--- config.mk ---
export PLATFORM = sky130hd
export DESIGN_NAME = rsh_mul_cell
export DESIGN_NICKNAME = d
export VERILOG_FILES = /design/src/design/rsh_mul_cell.sv
export SDC_FILE = /design/constraint.sdc
export NUM_CORES = 2
export LEC_CHECK = 0
export BUFFER_PORTS_ARGS = -buffer_cell sky130_fd_sc_hd__buf_2
export CORE_MARGIN = 2
export CORE_UTILIZATION = 57
export DETAILED_ROUTE_END_ITERATION = 16
export GPL_ROUTABILITY_DRIVEN = 0
export PLACE_DENSITY = 0.83
export SYNTH_ARGS = -nofsm -noshare
export SYNTH_HDL_FRONTEND = slang
export SYNTH_SLANG_ARGS = --single-unit
--- constraint.sdc ---
create_clock -name clock -period 8.82 [get_ports clock]
set_clock_uncertainty 0.15 [all_clocks]
set_input_delay 1.764 -clock clock [delete_from_list [all_inputs] [get_ports clock]]
set_output_delay 1.764 -clock clock [all_outputs]
set_load 0.03 [all_outputs]
--- src/design/rsh_mul_cell.sv ---
// ----------------------------------------------------------------------------
// rsh_mul_cell
// One digit of a shift-add product chain: adds multiplicand times one
// multiplier digit into the running sum and hands everything on.
// ----------------------------------------------------------------------------
`default_nettype none

module rsh_mul_cell #(
   parameter int MW  = 66,
   parameter int DW  = 72,
   parameter int PW  = 132,
   parameter int XW  = 1,
   parameter int IDX = 0,
   parameter int DIG = 8
) (
   input  wire logic          clock,
   input  wire logic          reset,
   input  wire logic          up_vld,
   input  wire logic [MW-1:0] up_mcand,
   input  wire logic [DW-1:0] up_mplier,
   input  wire logic [PW-1:0] up_acc,
   input  wire logic [XW-1:0] up_side,
   output logic               dn_vld,
   output logic      [MW-1:0] dn_mcand,
   output logic      [DW-1:0] dn_mplier,
   output logic      [PW-1:0] dn_acc,
   output logic      [XW-1:0] dn_side
);

   localparam int SH  = IDX * DIG;
   localparam int PPW = MW + DIG;

   logic [DIG-1:0] digit;
   logic [PPW-1:0] part;
   logic           vld_ff;
   logic [MW-1:0]  mcand_ff;
   logic [DW-1:0]  mplier_ff;
   logic [PW-1:0]  acc_ff, acc_in;
   logic [XW-1:0]  side_ff;

   assign digit  = up_mplier[SH +: DIG];
   assign part   = PPW'(up_mcand) * PPW'(digit);
   assign acc_in = up_acc + (PW'(part) << SH);

   always_ff @(posedge clock) begin
      if (reset) begin
         vld_ff <= 1'b0;
      end else begin
         vld_ff <= up_vld;
      end
   end

   always_ff @(posedge clock) begin
      mcand_ff  <= up_mcand;
      mplier_ff <= up_mplier;
      acc_ff    <= acc_in;
      side_ff   <= up_side;
   end

   assign dn_vld    = vld_ff;
   assign dn_mcand  = mcand_ff;
   assign dn_mplier = mplier_ff;
   assign dn_acc    = acc_ff;
   assign dn_side   = side_ff;

endmodule

`default_nettype wire

==> run metrics <==
TritonCTS clock tree=done; Final min period=7.96 ns; WP data required=9.14 ns; most frequently used flop master after synthesis=sky130_fd_sc_hd__dfxtp_1; hold buffer count at cts=0; initial standard-cell utilization of the core=roughly 58%; core region area=44300 µm²; sequential cell area=approximately 5400 µm²; maximum fanout encountered on the critical timing path=between 40 and 50; Hold Startpoint=up_mplier[8]; total global-route track usage=32.5%; NumNets Final=~4k; maximum number of pins on one net before global-route repair=46; Total Power=between 10 and 15 mW; Post-synth EDFFs=0; Relative slew margins=34.7%; die boundary width=~220 µm; top layer reached by signal wires=met5; Worst Path Class, Setup=input pin to register; length of routed met3 wiring=between 7000 and 8000 µm; antenna-violating nets left=0; achievable frequency=~130 MHz; placed cell count=3750; average footprint of a synthesized cell=9.45 µm²; combinational share of power=74.7%; Post-DP Area=between 20000 and 30000 µm²; via count=21.1k; Std-Cell Rows=77; WL final=about 74000 µm; flop and latch count out of synthesis=272; Worst Setup End Kind=register; synth unique cells=61; area taken by multi-input logic gates=17900 µm²; Clk pwr share=11.0%; status=finished, final reports clean; cell area after synthesis=around 26000 µm²; layout cell share with drive strength beyond 1=19.2%; I/O Buffers=between 500 and 600; share of the clock period used by the worst path=between 90% and 100%; clock sinks=272; setup repair after global routing missed its margin=no; Int Power=5.32 mW; wire length of the first global-routing pass=119000 µm; worst voltage drop across the vdd grid=~290 µV; dominant cell type by area after synthesis=sky130_fd_sc_hd__fa_1; Setup crit start kind=input pin; DRC violation count after routing=0; area fraction of the dominant cell type after synthesis=35.6%; final instance count without filler cells=3803; Via-to-Cell Ratio=5.54; Die Area=46700 µm²; synthesized netlist net count=between 3k and 4k; arrival time of data at the critical path endpoint=8.27 ns; number of placed I/O pins=546; actual slew at the worst max-slew pin=0.980 ns; cell depth of the worst min-delay path=1; Setup Viol. Count Final=0; Resized cells post-CTS=0; final hold viol count=0; leakage dissipation=around 15 nW; leading cell types in the layout, fill and taps excluded=545 x sky130_fd_sc_hd__buf_2, 498 x sky130_fd_sc_hd__inv_1, 456 x sky130_fd_sc_hd__fa_1; top post-synthesis cells by area=sky130_fd_sc_hd__fa_1 36%, sky130_fd_sc_hd__dfxtp_1 21%, sky130_fd_sc_hd__and2_1 9.6%; antenna violations before repair=7; TNS Setup=0 ns; count of buffers added by post-CTS timing repair for setup=0; Yosys warnings=0; Sw Ratio=53.9%; Vert. Die Dim=216 µm; half-perimeter wire length of the detailed placement result=59600 µm; post-synthesis async set-or-reset flop share=0%; synthesized netlist cell count=roughly 2.7k; routed length per placed instance=19.5 µm; max-cap viol count=0; first-iteration detailed-routing DRC count=~1.4k; Clk pin slew, worst setup/hold paths=0.06 ns; final instance area=29800 µm²; sequential group share of total power=14.4%; number of global-route vias before repair=22.6k; Metal-1 WL=26500 µm; TritonCTS Buffers=29; final global-route overflow total=0; Tightest Hold Check Type=input pin to register; fill cell instance count of the final layout=3446; WL met2=~37000 µm; number of buffers on the longest clock path=3; power per cell area=between 300 and 400 nW/µm²; number of levels in the clock H-tree=1; Pre-Repair DR Iteration Count=6; area growth from synthesis to layout=16.2%; switching power summed over all nets=6.22 mW; Max Transition Viols Final=0; Clock Root Buffer=sky130_fd_sc_hd__clkbuf_16; endpoint of the worst hold-timing path=dn_mplier[8]; leading cell type in the layout, fill and taps excluded=sky130_fd_sc_hd__buf_2; sequential-to-total area share from yosys stat=21.3%
[state kept, by name, indices dropped and copies added, names as in the netlist]
signal     flops
dn_acc       132
dn_mcand      66
dn_mplier     72
dn_side        1
dn_vld         1
[cells by family after synthesis]
kind of cell             count (synthesis)  synth area share, %
AND/OR/NAND/NOR                        889                 18.6
buffers and inverters                  607                 8.97
adder cells (fa/ha/maj)                555                 40.5
flip-flops                             272                 21.3
AO/OA/AOI/OAI                          262                 6.45
XOR/XNOR                               125                 4.27
[final cells by class]
type,instances,share of cell area [%]
tap,592,2.49
timing repair buffer,557,9.59
clock buffer,37,2.67
multi-input combinational,1831,60.0
inverter,498,6.28
antenna,1,0.00841
sequential,272,18.3
clock inverter,15,0.635
[critical path: stages]
cell and delay (ns):
sky130_fd_sc_hd__buf_2 0.71, sky130_fd_sc_hd__nand2_1 0.19, sky130_fd_sc_hd__fa_1 0.54, sky130_fd_sc_hd__fa_1 0.49, sky130_fd_sc_hd__inv_1 0.05, sky130_fd_sc_hd__fa_1 0.53
sky130_fd_sc_hd__inv_1 0.05, sky130_fd_sc_hd__fa_1 0.52, sky130_fd_sc_hd__inv_1 0.04, sky130_fd_sc_hd__ha_1 0.40, sky130_fd_sc_hd__nand4_1 0.12, sky130_fd_sc_hd__a21oi_1 0.20
sky130_fd_sc_hd__o311ai_1 0.18, sky130_fd_sc_hd__o21ai_0 0.55, sky130_fd_sc_hd__a21oi_1 0.32, sky130_fd_sc_hd__o21ai_1 0.45, sky130_fd_sc_hd__a31o_1 0.26, sky130_fd_sc_hd__a41oi_2 0.12
sky130_fd_sc_hd__buf_4 0.24, sky130_fd_sc_hd__nor4_1 0.40, sky130_fd_sc_hd__xor2_1 0.11
[cells in the mapped netlist (6+ instances only)]
master / n
sky130_fd_sc_hd__xnor2_1: 45
sky130_fd_sc_hd__o21bai_1: 14
sky130_fd_sc_hd__a21o_1: 29
sky130_fd_sc_hd__a211oi_1: 6
sky130_fd_sc_hd__and2_1: 394
sky130_fd_sc_hd__nand4_1: 41
sky130_fd_sc_hd__a31oi_1: 9
sky130_fd_sc_hd__fa_1: 456
sky130_fd_sc_hd__xor2_1: 80
sky130_fd_sc_hd__and4_1: 6
sky130_fd_sc_hd__inv_1: 498
sky130_fd_sc_hd__nand2b_1: 10
sky130_fd_sc_hd__clkbuf_1: 93
sky130_fd_sc_hd__nand3_1: 42
sky130_fd_sc_hd__a21oi_1: 98
sky130_fd_sc_hd__ha_1: 99
sky130_fd_sc_hd__nor3_1: 27
sky130_fd_sc_hd__o21ai_0: 50
sky130_fd_sc_hd__nand2_1: 234
sky130_fd_sc_hd__nor2b_1: 7
sky130_fd_sc_hd__nor2_1: 67
sky130_fd_sc_hd__o21a_1: 9
sky130_fd_sc_hd__o21ai_1: 7
sky130_fd_sc_hd__dfxtp_1: 272
sky130_fd_sc_hd__nor4_1: 18
sky130_fd_sc_hd__buf_2: 8
sky130_fd_sc_hd__and3_1: 27
[routing by layer]
| layer | track usage [%] | vias up |
|---|---|---|
| met4 | 12.8 | 8 |
| met5 | 0 | - |
| met3 | 7.91 | 244 |
| met2 | 55.8 | 1206 |
| li1 | - | 9243 |
| met1 | 39.5 | 10400 |
[metrics by stage]
stage	hold WS [ns]	setup WS (ns)	utilization, %
2_1_floorplan	1.64	1.47	-
3_3_place_gp	1.72	0.665	64.9
3_5_place_dp	1.72	0.506	64.9
4_1_cts	1.09	1.10	67.2
5_1_grt	1.09	0.538	67.2
6_report	1.11	0.864	67.2
[how the worst max path moves through the flow]
stage,end,from,slack (ns),depth (start not counted)
2_1_floorplan,dn_acc[97],up_mplier[0],1.47,23
3_3_place_gp,dn_acc[111],up_mplier[4],0.67,21
3_5_place_dp,dn_acc[64],up_mplier[4],0.51,20
4_1_cts,dn_acc[64],up_mplier[4],1.10,20
5_1_grt,dn_acc[64],up_mplier[4],0.54,20
6_report,dn_acc[91],up_mplier[4],0.86,21
[power groups by stage]
stage | combinational [mW] | clock [mW] | sequential [mW]
floorplan | 5.50 | 0 | 2.12
global placement | 8.22 | 0 | 1.68
detailed placement | 8.36 | 0 | 1.68
CTS | 8.46 | 1.29 | 1.66
global route | 9.48 | 1.34 | 1.68
finish | 8.62 | 1.27 | 1.66
(Power assumes the default switching activity.)
