$ cat src/design/rsh_search_cell.sv
// ----------------------------------------------------------------------------
// rsh_search_cell
// One bit of a restoring root search: sets root bit BIT when
// (root + 2^BIT)^2 * m still fits, keeping remainder and root*m up to date.
// ----------------------------------------------------------------------------
`default_nettype none

module rsh_search_cell #(
   parameter int RW  = 132,
   parameter int QW  = 66,
   parameter int QAW = 66,
   parameter int MW  = 1,
   parameter int XW  = 1,
   parameter int BIT = 0
) (
   input  wire logic           clock,
   input  wire logic           reset,
   input  wire logic           up_vld,
   input  wire logic [RW-1:0]  up_rem,
   input  wire logic [QW-1:0]  up_root,
   input  wire logic [QAW-1:0] up_qa,
   input  wire logic [MW-1:0]  up_mul,
   input  wire logic [XW-1:0]  up_side,
   output logic                dn_vld,
   output logic      [RW-1:0]  dn_rem,
   output logic      [QW-1:0]  dn_root,
   output logic      [QAW-1:0] dn_qa,
   output logic      [MW-1:0]  dn_mul,
   output logic      [XW-1:0]  dn_side
);

   localparam int TW = RW + 2;

   logic [TW-1:0]  test;
   logic           take;
   logic           vld_ff;
   logic [RW-1:0]  rem_ff, rem_in;
   logic [QW-1:0]  root_ff, root_in;
   logic [QAW-1:0] qa_ff, qa_in;
   logic [MW-1:0]  mul_ff;
   logic [XW-1:0]  side_ff;

   // (q + 2^b)^2 m - q^2 m = q m 2^(b+1) + m 2^(2b)
   assign test    = (TW'(up_qa) << (BIT + 1)) + (TW'(up_mul) << (2 * BIT));
   assign take    = test <= TW'(up_rem);
   assign rem_in  = take ? up_rem - test[RW-1:0] : up_rem;
   assign root_in = up_root | (QW'(take) << BIT);
   assign qa_in   = take ? up_qa + (QAW'(up_mul) << BIT) : up_qa;

   always_ff @(posedge clock) begin
      if (reset) begin
         vld_ff <= 1'b0;
      end else begin
         vld_ff <= up_vld;
      end
   end

   always_ff @(posedge clock) begin
      rem_ff  <= rem_in;
      root_ff <= root_in;
      qa_ff   <= qa_in;
      mul_ff  <= up_mul;
      side_ff <= up_side;
   end

   assign dn_vld  = vld_ff;
   assign dn_rem  = rem_ff;
   assign dn_root = root_ff;
   assign dn_qa   = qa_ff;
   assign dn_mul  = mul_ff;
   assign dn_side = side_ff;

endmodule

`default_nettype wire

$ cat config.mk
export PLATFORM = sky130hd
export DESIGN_NAME = rsh_search_cell
export DESIGN_NICKNAME = d
export VERILOG_FILES = /design/src/design/rsh_search_cell.sv
export SDC_FILE = /design/constraint.sdc
export NUM_CORES = 1
export LEC_CHECK = 0
export ABC_CLOCK_PERIOD_IN_PS = 5300
export BUFFER_PORTS_ARGS = -buffer_cell sky130_fd_sc_hd__buf_2
export CORE_AREA = 2 2 207 209
export DETAILED_ROUTE_END_ITERATION = 10
export DIE_AREA = 0 0 209 211
export GPL_TIMING_DRIVEN = 0
export REMOVE_ABC_BUFFERS = 1
export SLEW_MARGIN = 20
export SYNTH_ARGS = -nofsm -noshare
export SYNTH_HDL_FRONTEND = slang
export SYNTH_SLANG_ARGS = --single-unit
$ cat constraint.sdc
create_clock -name clock -period 5.3 [get_ports clock]
set_clock_uncertainty 0.15 [all_clocks]
set_input_delay 0.795 -clock clock [delete_from_list [all_inputs] [get_ports clock]]
set_output_delay 0.795 -clock clock [all_outputs]
set_load 0.005 [all_outputs]
==> results.md, run 1 <==
* Outcome: finished, final reports clean
* # port buffers at roughly 540
* F_max at 0.1915 GHz
* Yosys top cell by area: dfxtp_1
* Seq/Total Area, Yosys at between 30% and 40%
* Horiz. Die Dim at 209 microns
* Cell Rows at 75
* CP Launch Type: primary input
* Placed instance area at between 0.015 and 0.02 sq mm
* Minimum clock period at 5.221 ns
* Max_slew headroom at between 15 and 20%
* Max stage delay on crit path at 1.00 ns
* Total routed wirelength at between 50 and 60 mm
* Hold-critical path depth at 1
* Number of buffers created by CTS at 30
* Average routed wire per standard cell at between 20 and 25 microns
* Pre-antenna DRT Iters at 6
* #FFs+latches synth at roughly 270
* Setup repair bufs after CTS at 0
* Fin. max-slew vios at 0
* Clock sink total at 267
* Clk buf depth at 3
* Critical-path cell list: buf_2 > inv_1 > ha_1 > nand4b_1 > nor3_1 > nand4b_1 > nor3_1 > or4_4 > nor2_4 > buf_12 > buf_16 > nor3_1 > nand3_1 > xnor2_1
* Vias at 14670
* Synth Area per Inst at roughly 8.2 sq um
* Post-DP HPWL at slightly below 50 mm
* Ys Warns at 0
* Pwr per Cell Area at 308.8 mW/mm^2
* Initial drt markers at 1103
* Pleak at roughly 0.008 uW
* Crit-path slowest cell: nor3_1
* Commonest non-fill, non-tap cell in the layout: buf_2
* Gr usage total at between 20% and 30%
* RSZ-0062 raised after global routing: no
* HP Class: in -> reg
* CTS tree: yes
* Number of max-cap violations at 0
* DRC violations left at 0
* Vias in the first global route at approximately 14000
* Post-synthesis cell count at 1699
* Final core occ at between 40% and 50%
* Final period util at roughly 99%
* Main synth FF type: dfxtp_1
* Post-route cell area at between 0.015 and 0.02 sq mm
* CTS H-Tree Depth at 1
* Fin Hold WS at roughly 0.15 ns
* Gp weighted congestion at approximately 0.95
* Final worst slack at 0.07862 ns
* Largest net degree at the start of global routing at 54
* Die height at between 200 and 250 microns
* Routed Antenna Nets at 0
* Reg clk slew, reported paths at about 0.07 ns
* # resized after CTS at 0
* Worst Min Path Start: up_root[15]
* Worst-margin pin slew at ~1.2 ns
* Initial antenna violation count at 11
* Global-route wire length before repair at between 80 and 90 mm
* Hold Fails Final Rpt at 0
* Synthesized cell area at approximately 0.014 sq mm
* Ports at 536
* Initial Util at 33.53%
* Share of the synthesized area in the top cell type at between 30% and 40%
* EDFF count, synth at 0
* Worst vdd ir at approximately 0.00022 V
* Root Driver: clkbuf_16
* Total overflow reported by the global router at 0
* Nets at between 2000 and 3000
* Yosys cell types at between 70 and 80
* Share of cells above drive strength 1 at about 28%
* Crit. End Element: flip-flop
* Critical Path Most Common Cell: nor3_1
* Area delta synth->final at 30.19%
* Largest cells by area after synthesis: dfxtp_1, xnor2_1, ha_1
* Hold Path End: dn_root[15]$_DFF_P_
* Pre-CTS WS at -0.3571 ns
* Worst EP required at between 5 and 6 ns
* Vias/cell at 5.287
* Critical Path AT at roughly 5.5 ns
* Core box area at approximately 0.042 sq mm
* Critical path class: in -> reg
* Endpoints failing setup at 0
* Hold buffer count at cts at 0
* Post-synth ARST share at 0%
* Most frequent cells in the layout: buf_2, dfxtp_1, nor2_1
* Die ar. at 0.04410 sq mm
* Worst-path maximum fanout at 25
-- logic make-up (layout without fill, tap and decap cells) --
kind of cell / count (synthesis) / count (layout) / synth area share (%)
AOI/OAI and AO/OA: 365 / 365 / 15.83
xor gates and xnor gates: 189 / 189 / 11.82
adders and majority gates: 70 / 70 / 6.308
buffers and inverters: 159 / 689 / 4.548
DFF: 267 / 267 / 38.17
muxes: 2 / 2 / 0.1430
other: 0 / 6 / 0
and+or+nand+nor: 647 / 647 / 23.18
-- through the flow --
stage                     total power [uW]  setup TNS (ns)  instances
after floorplan                       2927         -0.1278       1634
after global placement                3518         -154.03       2708
after detailed placement              3518         -0.6676       2712
after CTS                             5673               0       2768
after global routing                  5894               0       2771
final                                 5630               0       2774
-- routing by layer --
metal / GRT usage [%] / vias up / part of all wire, %
met3: 4.014 / 111 / 7.8
met2: 40.29 / 721 / 45
li1: - / 7041 / -
met1: 33.72 / 6786 / 44
met5: 0 / - / 0.085
met4: 9.113 / 8 / 3.4
-- worst max-delay path, delay by kind of cell --
kind	cells	cell delay (ns)
buffers and inverters	4	0.52
adder cells (fa/ha/maj)	1	0.48
XOR/XNOR	1	0.44
AND/OR/NAND/NOR	8	3.24
-- Yosys cell counts, types with 6 or more instances --
| master | instances |
|---|---|
| a211oi_1 | 12 |
| dfxtp_1 | 267 |
| nor4_1 | 36 |
| nand2b_1 | 10 |
| inv_1 | 94 |
| or4_1 | 12 |
| xor2_1 | 68 |
| o31ai_1 | 9 |
| and2_1 | 12 |
| a31oi_1 | 8 |
| a21oi_1 | 153 |
| a21o_1 | 19 |
| o211ai_1 | 8 |
| nor2_1 | 159 |
| nor3_1 | 80 |
| or3_1 | 18 |
| o21bai_1 | 14 |
| nand3_1 | 54 |
| o21a_1 | 12 |
| buf_2 | 17 |
| o21ai_0 | 76 |
| and4_1 | 9 |
| xnor2_1 | 121 |
| ha_1 | 69 |
| nand2_1 | 150 |
| and3_1 | 6 |
| nand4_1 | 57 |
| clkbuf_1 | 45 |
| or2_2 | 7 |
| nor2b_1 | 8 |
-- registers in the layout, indices dropped and copies added, names as in the netlist --
| name | cells |
|---|---|
| dn_mul | 1 |
| dn_rem | 132 |
| dn_root | 66 |
| dn_qa | 66 |
| dn_vld | 1 |
| dn_side | 1 |
-- cell type report --
| type | count | area, sq um |
|---|---|---|
| clock inverter | 16 | 183.9 |
| tap | 539 | 674.4 |
| antenna | 6 | 15.01 |
| inverter | 94 | 352.8 |
| timing repair buffer | 539 | 2765 |
| fill | 4244 | 23530 |
| clock buffer | 40 | 848.3 |
| multi-input combinational | 1273 | 8046 |
| sequential | 267 | 5345 |
-- where the power goes --
group          switching (uW)  internal, uW
registers                56.8          2210
logic                     723           501
clock network             898          1240
total                    1680          3950
-- how the worst max path moves through the flow --
stage / start / to / slack (ns) / cells after the start
finish: up_qa[64] / dn_qa[50]$_DFF_P_ / 0.08 / 14
floorplan: up_qa[47] / dn_rem[86]$_DFF_P_ / -0.06 / 11
global route: up_qa[64] / dn_qa[50]$_DFF_P_ / 0.005 / 14
global placement: up_qa[64] / dn_rem[105]$_DFF_P_ / -2.68 / 12
detailed placement: up_qa[64] / dn_qa[50]$_DFF_P_ / -0.36 / 14
CTS: up_qa[64] / dn_qa[50]$_DFF_P_ / 0.26 / 14
No activity file was read; power rests on OpenSTA's default activity.
==> run 2: changes to the inputs <==
--- a/config.mk
+++ b/config.mk
@@ -12,6 +12,7 @@
 export DIE_AREA = 0 0 209 211
 export GPL_TIMING_DRIVEN = 0
 export REMOVE_ABC_BUFFERS = 1
+export SETUP_SLACK_MARGIN = 0.4
 export SLEW_MARGIN = 20
 export SYNTH_ARGS = -nofsm -noshare
 export SYNTH_HDL_FRONTEND = slang
==> run 2 against run 1 <==
  * Critical path depth is the same
  * Hold slack about the same
  * Global-route usage about the same
  * Total power about the same
  * Setup slack improved by 0.67 ns
  * Combinational power is essentially flat
  * Count of clock-buffer cells in the layout unchanged
  * Cell count about the same
  * Largest cell class unchanged
  * Largest power group unchanged
  * Highest routed layer unchanged
==> results.md, run 2 (synthesized netlist as in run 1, its figures left out) <==
* Outcome: finished, final reports clean
* Total overflow reported by the global router at 0
* Hold Fails Final Rpt at 0
* Post-route setup TNS at 0 ns
* CTS H-Tree Depth at 1
* Most frequent cells in the layout: buf_2, dfxtp_1, nor2_1
* Largest net degree at the start of global routing at 54
* Routed Antenna Nets at 0
* Worst-margin pin slew at about 1.1 ns
* Initial drt markers at 1086
* Total routed wirelength at 57.63 mm
* Worst-path maximum fanout at 25
* Non-Filler Instances at 2773
* Die ar. at 0.04410 sq mm
* Initial antenna violation count at 11
* Gr usage total at 24.97%
* Commonest non-fill, non-tap cell in the layout: buf_2
* Nets at 2544
* Placed Cells at roughly 2700
* Vias at 14670
* Fin. max-slew vios at 0
* Clock sink total at between 200 and 300
* CTS tree: yes
* Gp weighted congestion at 0.9519
* Vias/cell at 5.289
* CP Launch Type: primary input
* Pre-antenna DRT Iters at 5
* Endpoints failing setup at 0
* Largest register FFs at 132
* Share of cells above drive strength 1 at between 20% and 30%
* Max_slew headroom at 28.32%
* Final core occ at 43.70%
* Worst EP required at about 5.7 ns
* Pre-CTS WS at -0.3571 ns
* Pleak at 0.008033 uW
* Setup repair bufs after CTS at 0
* Pwr per Cell Area at a little over 300 mW/mm^2
* Root Driver: clkbuf_16
* Critical path class: in -> reg
* Horiz. Die Dim at between 200 and 250 microns
* Initial Util at 33.53%
* Cell Rows at 75
* Final worst slack at ~0.75 ns
* DRC violations left at 0
* RSZ-0062 raised after global routing: no
* Core box area at about 0.042 sq mm
* Crit. End Element: flip-flop
* Design Power at 5629 uW
* Worst vdd ir at 0.0002244 V
* HP Class: in -> reg
* Critical Path AT at ~5 ns
* Area delta synth->final at 30.33%
* Number of max-cap violations at 0
* # port buffers at 535
* Reg clk slew, reported paths at about 0.060 ns
* F_max at approximately 0.22 GHz
* Ports at 536
* Number of buffers created by CTS at 30
* Global-route wire length before repair at 84.59 mm
* Clk buf depth at 3
* Minimum clock period at around 4.6 ns
* Final period util at a little under nine tenths
* Average routed wire per standard cell at ~21 microns
* Post-DP HPWL at 48.24 mm
* Vias in the first global route at 14130
* Die height at about 210 microns
-- run 2: final cells by class --
type                       count  area [sq um]
tap                          539         674.4
timing repair buffer         539          2765
fill                        4238         23510
clock buffer                  40         848.3
clock inverter                16         183.9
antenna                        5         12.51
sequential                   267          5345
inverter                      94         352.8
multi-input combinational   1273          8068
-- run 2: timing repair --
| action | in CTS | in global routing |
|---|---|---|
| resized for setup | 1 | 3 |
| hold buffers | 0 | 0 |
| endpoints found under the setup margin | 1 | 8 |
-- run 2: power breakdown --
group | switching [uW] | leakage (uW) | internal, uW | total (uW)
Clock | 898 | 0.000496 | 1240 | 2140
Sequential | 56.7 | 0.00225 | 2210 | 2270
Combinational | 724 | 0.00528 | 502 | 1230
Total | 1680 | 0.00803 | 3950 | 5630
-- run 2: routing by layer --
| layer | track usage [%] | share of wire (%) |
|---|---|---|
| met3 | 4.014 | 8.0 |
| met1 | 33.72 | 43 |
| met2 | 40.29 | 45 |
| met4 | 9.113 | 3.4 |
| met5 | 0 | 0.085 |
-- run 2: metrics by stage --
step | instance area, sq um | hold slack (ns)
floorplan | 13720 | 0.6727
global placement | 17070 | 0.7482
global route | 18250 | 0.1148
CTS | 18210 | 0.1154
finish | 18250 | 0.1485
detailed placement | 17170 | 0.7490
-- run 2: final timing paths --
| path | start | endpoint | slack, ns | cells after the start |
|---|---|---|---|---|
| worst max-delay path | up_qa[49] | dn_qa[65]$_DFF_P_ | 0.75 | 14 |
| worst min-delay path | up_root[15] | dn_root[15]$_DFF_P_ | 0.15 | 1 |
-- run 2: critical path: stages --
cell	delay (ns)
buf_2	0.11
inv_1	0.09
ha_1	0.46
nand4_1	0.22
nor3_1	0.39
nand3_1	0.24
a2111oi_2	0.40
a221o_2	0.32
nor2_4	0.13
buf_12	0.18
buf_16	0.17
or4_1	0.80
nor4_1	0.42
xnor2_1	0.16
==> run 3: changes to the inputs <==
==> config.mk (replaced) <==
export PLATFORM = sky130hd
export DESIGN_NAME = rsh_search_cell
export DESIGN_NICKNAME = d
export VERILOG_FILES = /design/src/design/rsh_search_cell.sv
export SDC_FILE = /design/constraint.sdc
export NUM_CORES = 1
export LEC_CHECK = 0
export ABC_CLOCK_PERIOD_IN_PS = 4400
export BUFFER_PORTS_ARGS = -buffer_cell sky130_fd_sc_hd__buf_2
export CORE_AREA = 2 2 209 211
export DETAILED_ROUTE_END_ITERATION = 10
export DIE_AREA = 0 0 211 213
export GPL_TIMING_DRIVEN = 0
export REMOVE_ABC_BUFFERS = 1
export SETUP_SLACK_MARGIN = 0.4
export SYNTH_ARGS = -nofsm -noshare
export SYNTH_HDL_FRONTEND = slang
export SYNTH_SLANG_ARGS = --single-unit
==> constraint.sdc (replaced) <==
create_clock -name clock -period 4.4 [get_ports clock]
set_clock_uncertainty 0.15 [all_clocks]
set_input_delay 0.66 -clock clock [delete_from_list [all_inputs] [get_ports clock]]
set_output_delay 0.66 -clock clock [all_outputs]
set_load 0.005 [all_outputs]
==> run 3 against run 2 <==
  * Core utilization fell by 0.077 points
  * Count of clock-buffer cells in the layout did not move
  * Wire length rose by 2.6%
  * Critical path depth fell by 3
  * Clock power rose by 34%
  * Design area rose by 2.1%
  * Largest power group is now the clock network
  * Total power rose by 26%
  * Sequential share of layout area fell by 0.59 points
  * Setup slack got worse by 0.33 ns
  * Hold slack got worse by 0.11 ns
  * Sequential power rose by 20%
  * Global-route usage rose by 0.13 points
==> results.md, run 3 (synthesized netlist as in run 1, its figures left out) <==
* Core box area at 0.04270 sq mm
* Number of buffers created by CTS at 30
* Critical-path cell list: buf_2 > or4_1 > or3_1 > nor4_2 > nand2_1 > or4_4 > nor2_4 > buf_12 > or4_4 > nor4_1 > xnor2_1
* Pwr per Cell Area at 381.1 mW/mm^2
* Initial antenna violation count at 14
* Cell Rows at between 70 and 80
* CTS tree: yes
* Commonest non-fill, non-tap cell in the layout: buf_2
* Endpoints failing setup at 0
* Top Family by Delay on Critical Path: simple AND/OR/NAND/NOR gates
* Gr usage total at about 25%
* Worst-margin pin slew at 1.164 ns
* Global-route wire length before repair at 85.70 mm
* Crit. End Element: flip-flop
* Crit-path slowest cell: or4_4
* Horiz. Die Dim at approximately 210 microns
* Reg clk slew, reported paths at ~0.060 ns
* Pleak at 0.008194 uW
* Total overflow reported by the global router at 0
* Die height at 213 microns
* Vias/cell at about 5.2
* Worst-path maximum fanout at 32
* Nets at around 2600
* Ports at 536
* Largest register FFs at roughly 130
* Average routed wire per standard cell at around 21 microns
* Number of max-cap violations at 0
* Clk buf depth at 3
* Most frequent cells in the layout: buf_2, dfxtp_1, nor2_1
* Routed Antenna Nets at 0
* Pre-antenna DRT Iters at 6
* Root Driver: clkbuf_16
* Critical Path Most Common Cell: or4_4
* Vias at about 15000
* Post-route setup TNS at 0 ns
* CTS H-Tree Depth at 1
* Max stage delay on crit path at 0.66 ns
* Gp weighted congestion at 0.9314
* Worst path bufs/invs at 2
* CP Launch Type: primary input
* Outcome: finished, final reports clean
* Largest net degree at the start of global routing at 53
* CP Launch Point: up_rem[125]
* Minimum clock period at 3.985 ns
* Worst vdd ir at between 0.0002 and 0.0003 V
* F_max at 0.2510 GHz
* Fin. max-slew vios at 0
* Die ar. at ~0.045 sq mm
* RSZ-0062 raised after global routing: yes
* Worst Min Path Start: up_root[2]
* Clock sink total at 267
* Total routed wirelength at 59.13 mm
* HP Class: in -> reg
* Critical path class: in -> reg
* Critical Path AT at roughly 4.2 ns
* Vias in the first global route at roughly 14000
* Area delta synth->final at 33.01%
* # port buffers at 535
* Post-DP HPWL at between 40 and 50 mm
* Initial Util at approximately a third
* Final period util at between 90% and 100%
* Max_slew headroom at between 20% and 30%
* Initial drt markers at between 1000 and 1500
* Design Power at 7099 uW
* Fillers at between 4000 and 5000
* DRC violations left at 0
* Hold Fails Final Rpt at 0
* Share of cells above drive strength 1 at 29.55%
* Worst EP required at approximately 4.7 ns
==> run 3: metal layers <==
| metal | part of all wire, % | up-vias | track usage [%] |
|---|---|---|---|
| li1 | - | 7044 | - |
| met1 | 43 | 6825 | 32.70 |
| met2 | 46 | 589 | 41.07 |
| met3 | 7.9 | 104 | 5.721 |
| met4 | 3.0 | 18 | 8.184 |
| met5 | 0.21 | - | 0 |
==> run 3: through the flow <==
| stage | hold slack, ns | instances | cell area [sq um] | setup WS [ns] | util [%] |
|---|---|---|---|---|---|
| 2_1_floorplan | 0.5377 | 1634 | 13720 | -0.8289 | - |
| 3_3_place_gp | 0.6119 | 2715 | 17080 | -3.294 | 40.00 |
| 3_5_place_dp | 0.6136 | 2717 | 17130 | -0.8932 | 40.12 |
| 4_1_cts | 0.006074 | 2780 | 18420 | 0.3606 | 43.14 |
| 5_1_grt | 0.007056 | 2790 | 18620 | 0.2871 | 43.61 |
| 6_report | 0.03524 | 2792 | 18630 | 0.4152 | 43.63 |
==> run 3: path summary, 6_finish.rpt <==
kind / to / slack (ns) / depth (start not counted)
hold / removal: dn_root[2]$_DFF_P_ / 0.04 / 1
setup / recovery: dn_qa[49]$_DFF_P_ / 0.42 / 11
==> run 3: repair_timing <==
| item | CTS | global route |
|---|---|---|
| hold buffers | 0 | 0 |
| gates resized for setup | 19 | 30 |
| endpoints found under the hold margin | 0 | 0 |
| setup buffers | 5 | 6 |
| pin swaps | 4 | 6 |
| setup endpoints to repair | 119 | 81 |
| cloned | 2 | 0 |
==> run 3: power by group <==
group          total, uW  switching, uW  leakage (uW)  internal, uW
combinational       1500            889       0.00538           611
clock               2870           1050      0.000562          1820
sequential          2730           68.7       0.00225          2670
==> run 3: layout make-up <==
class                      instances  area (sq um)  share of cell area [%]
multi-input combinational       1275          8279                   44.45
sequential                       267          5345                   28.70
timing repair buffer             548          2800                   15.03
clock buffer                      40         838.3                   4.501
tap                              546         683.2                   3.668
inverter                          94         352.8                   1.894
clock inverter                    16         312.8                   1.679
antenna                            6         15.01                 0.08061
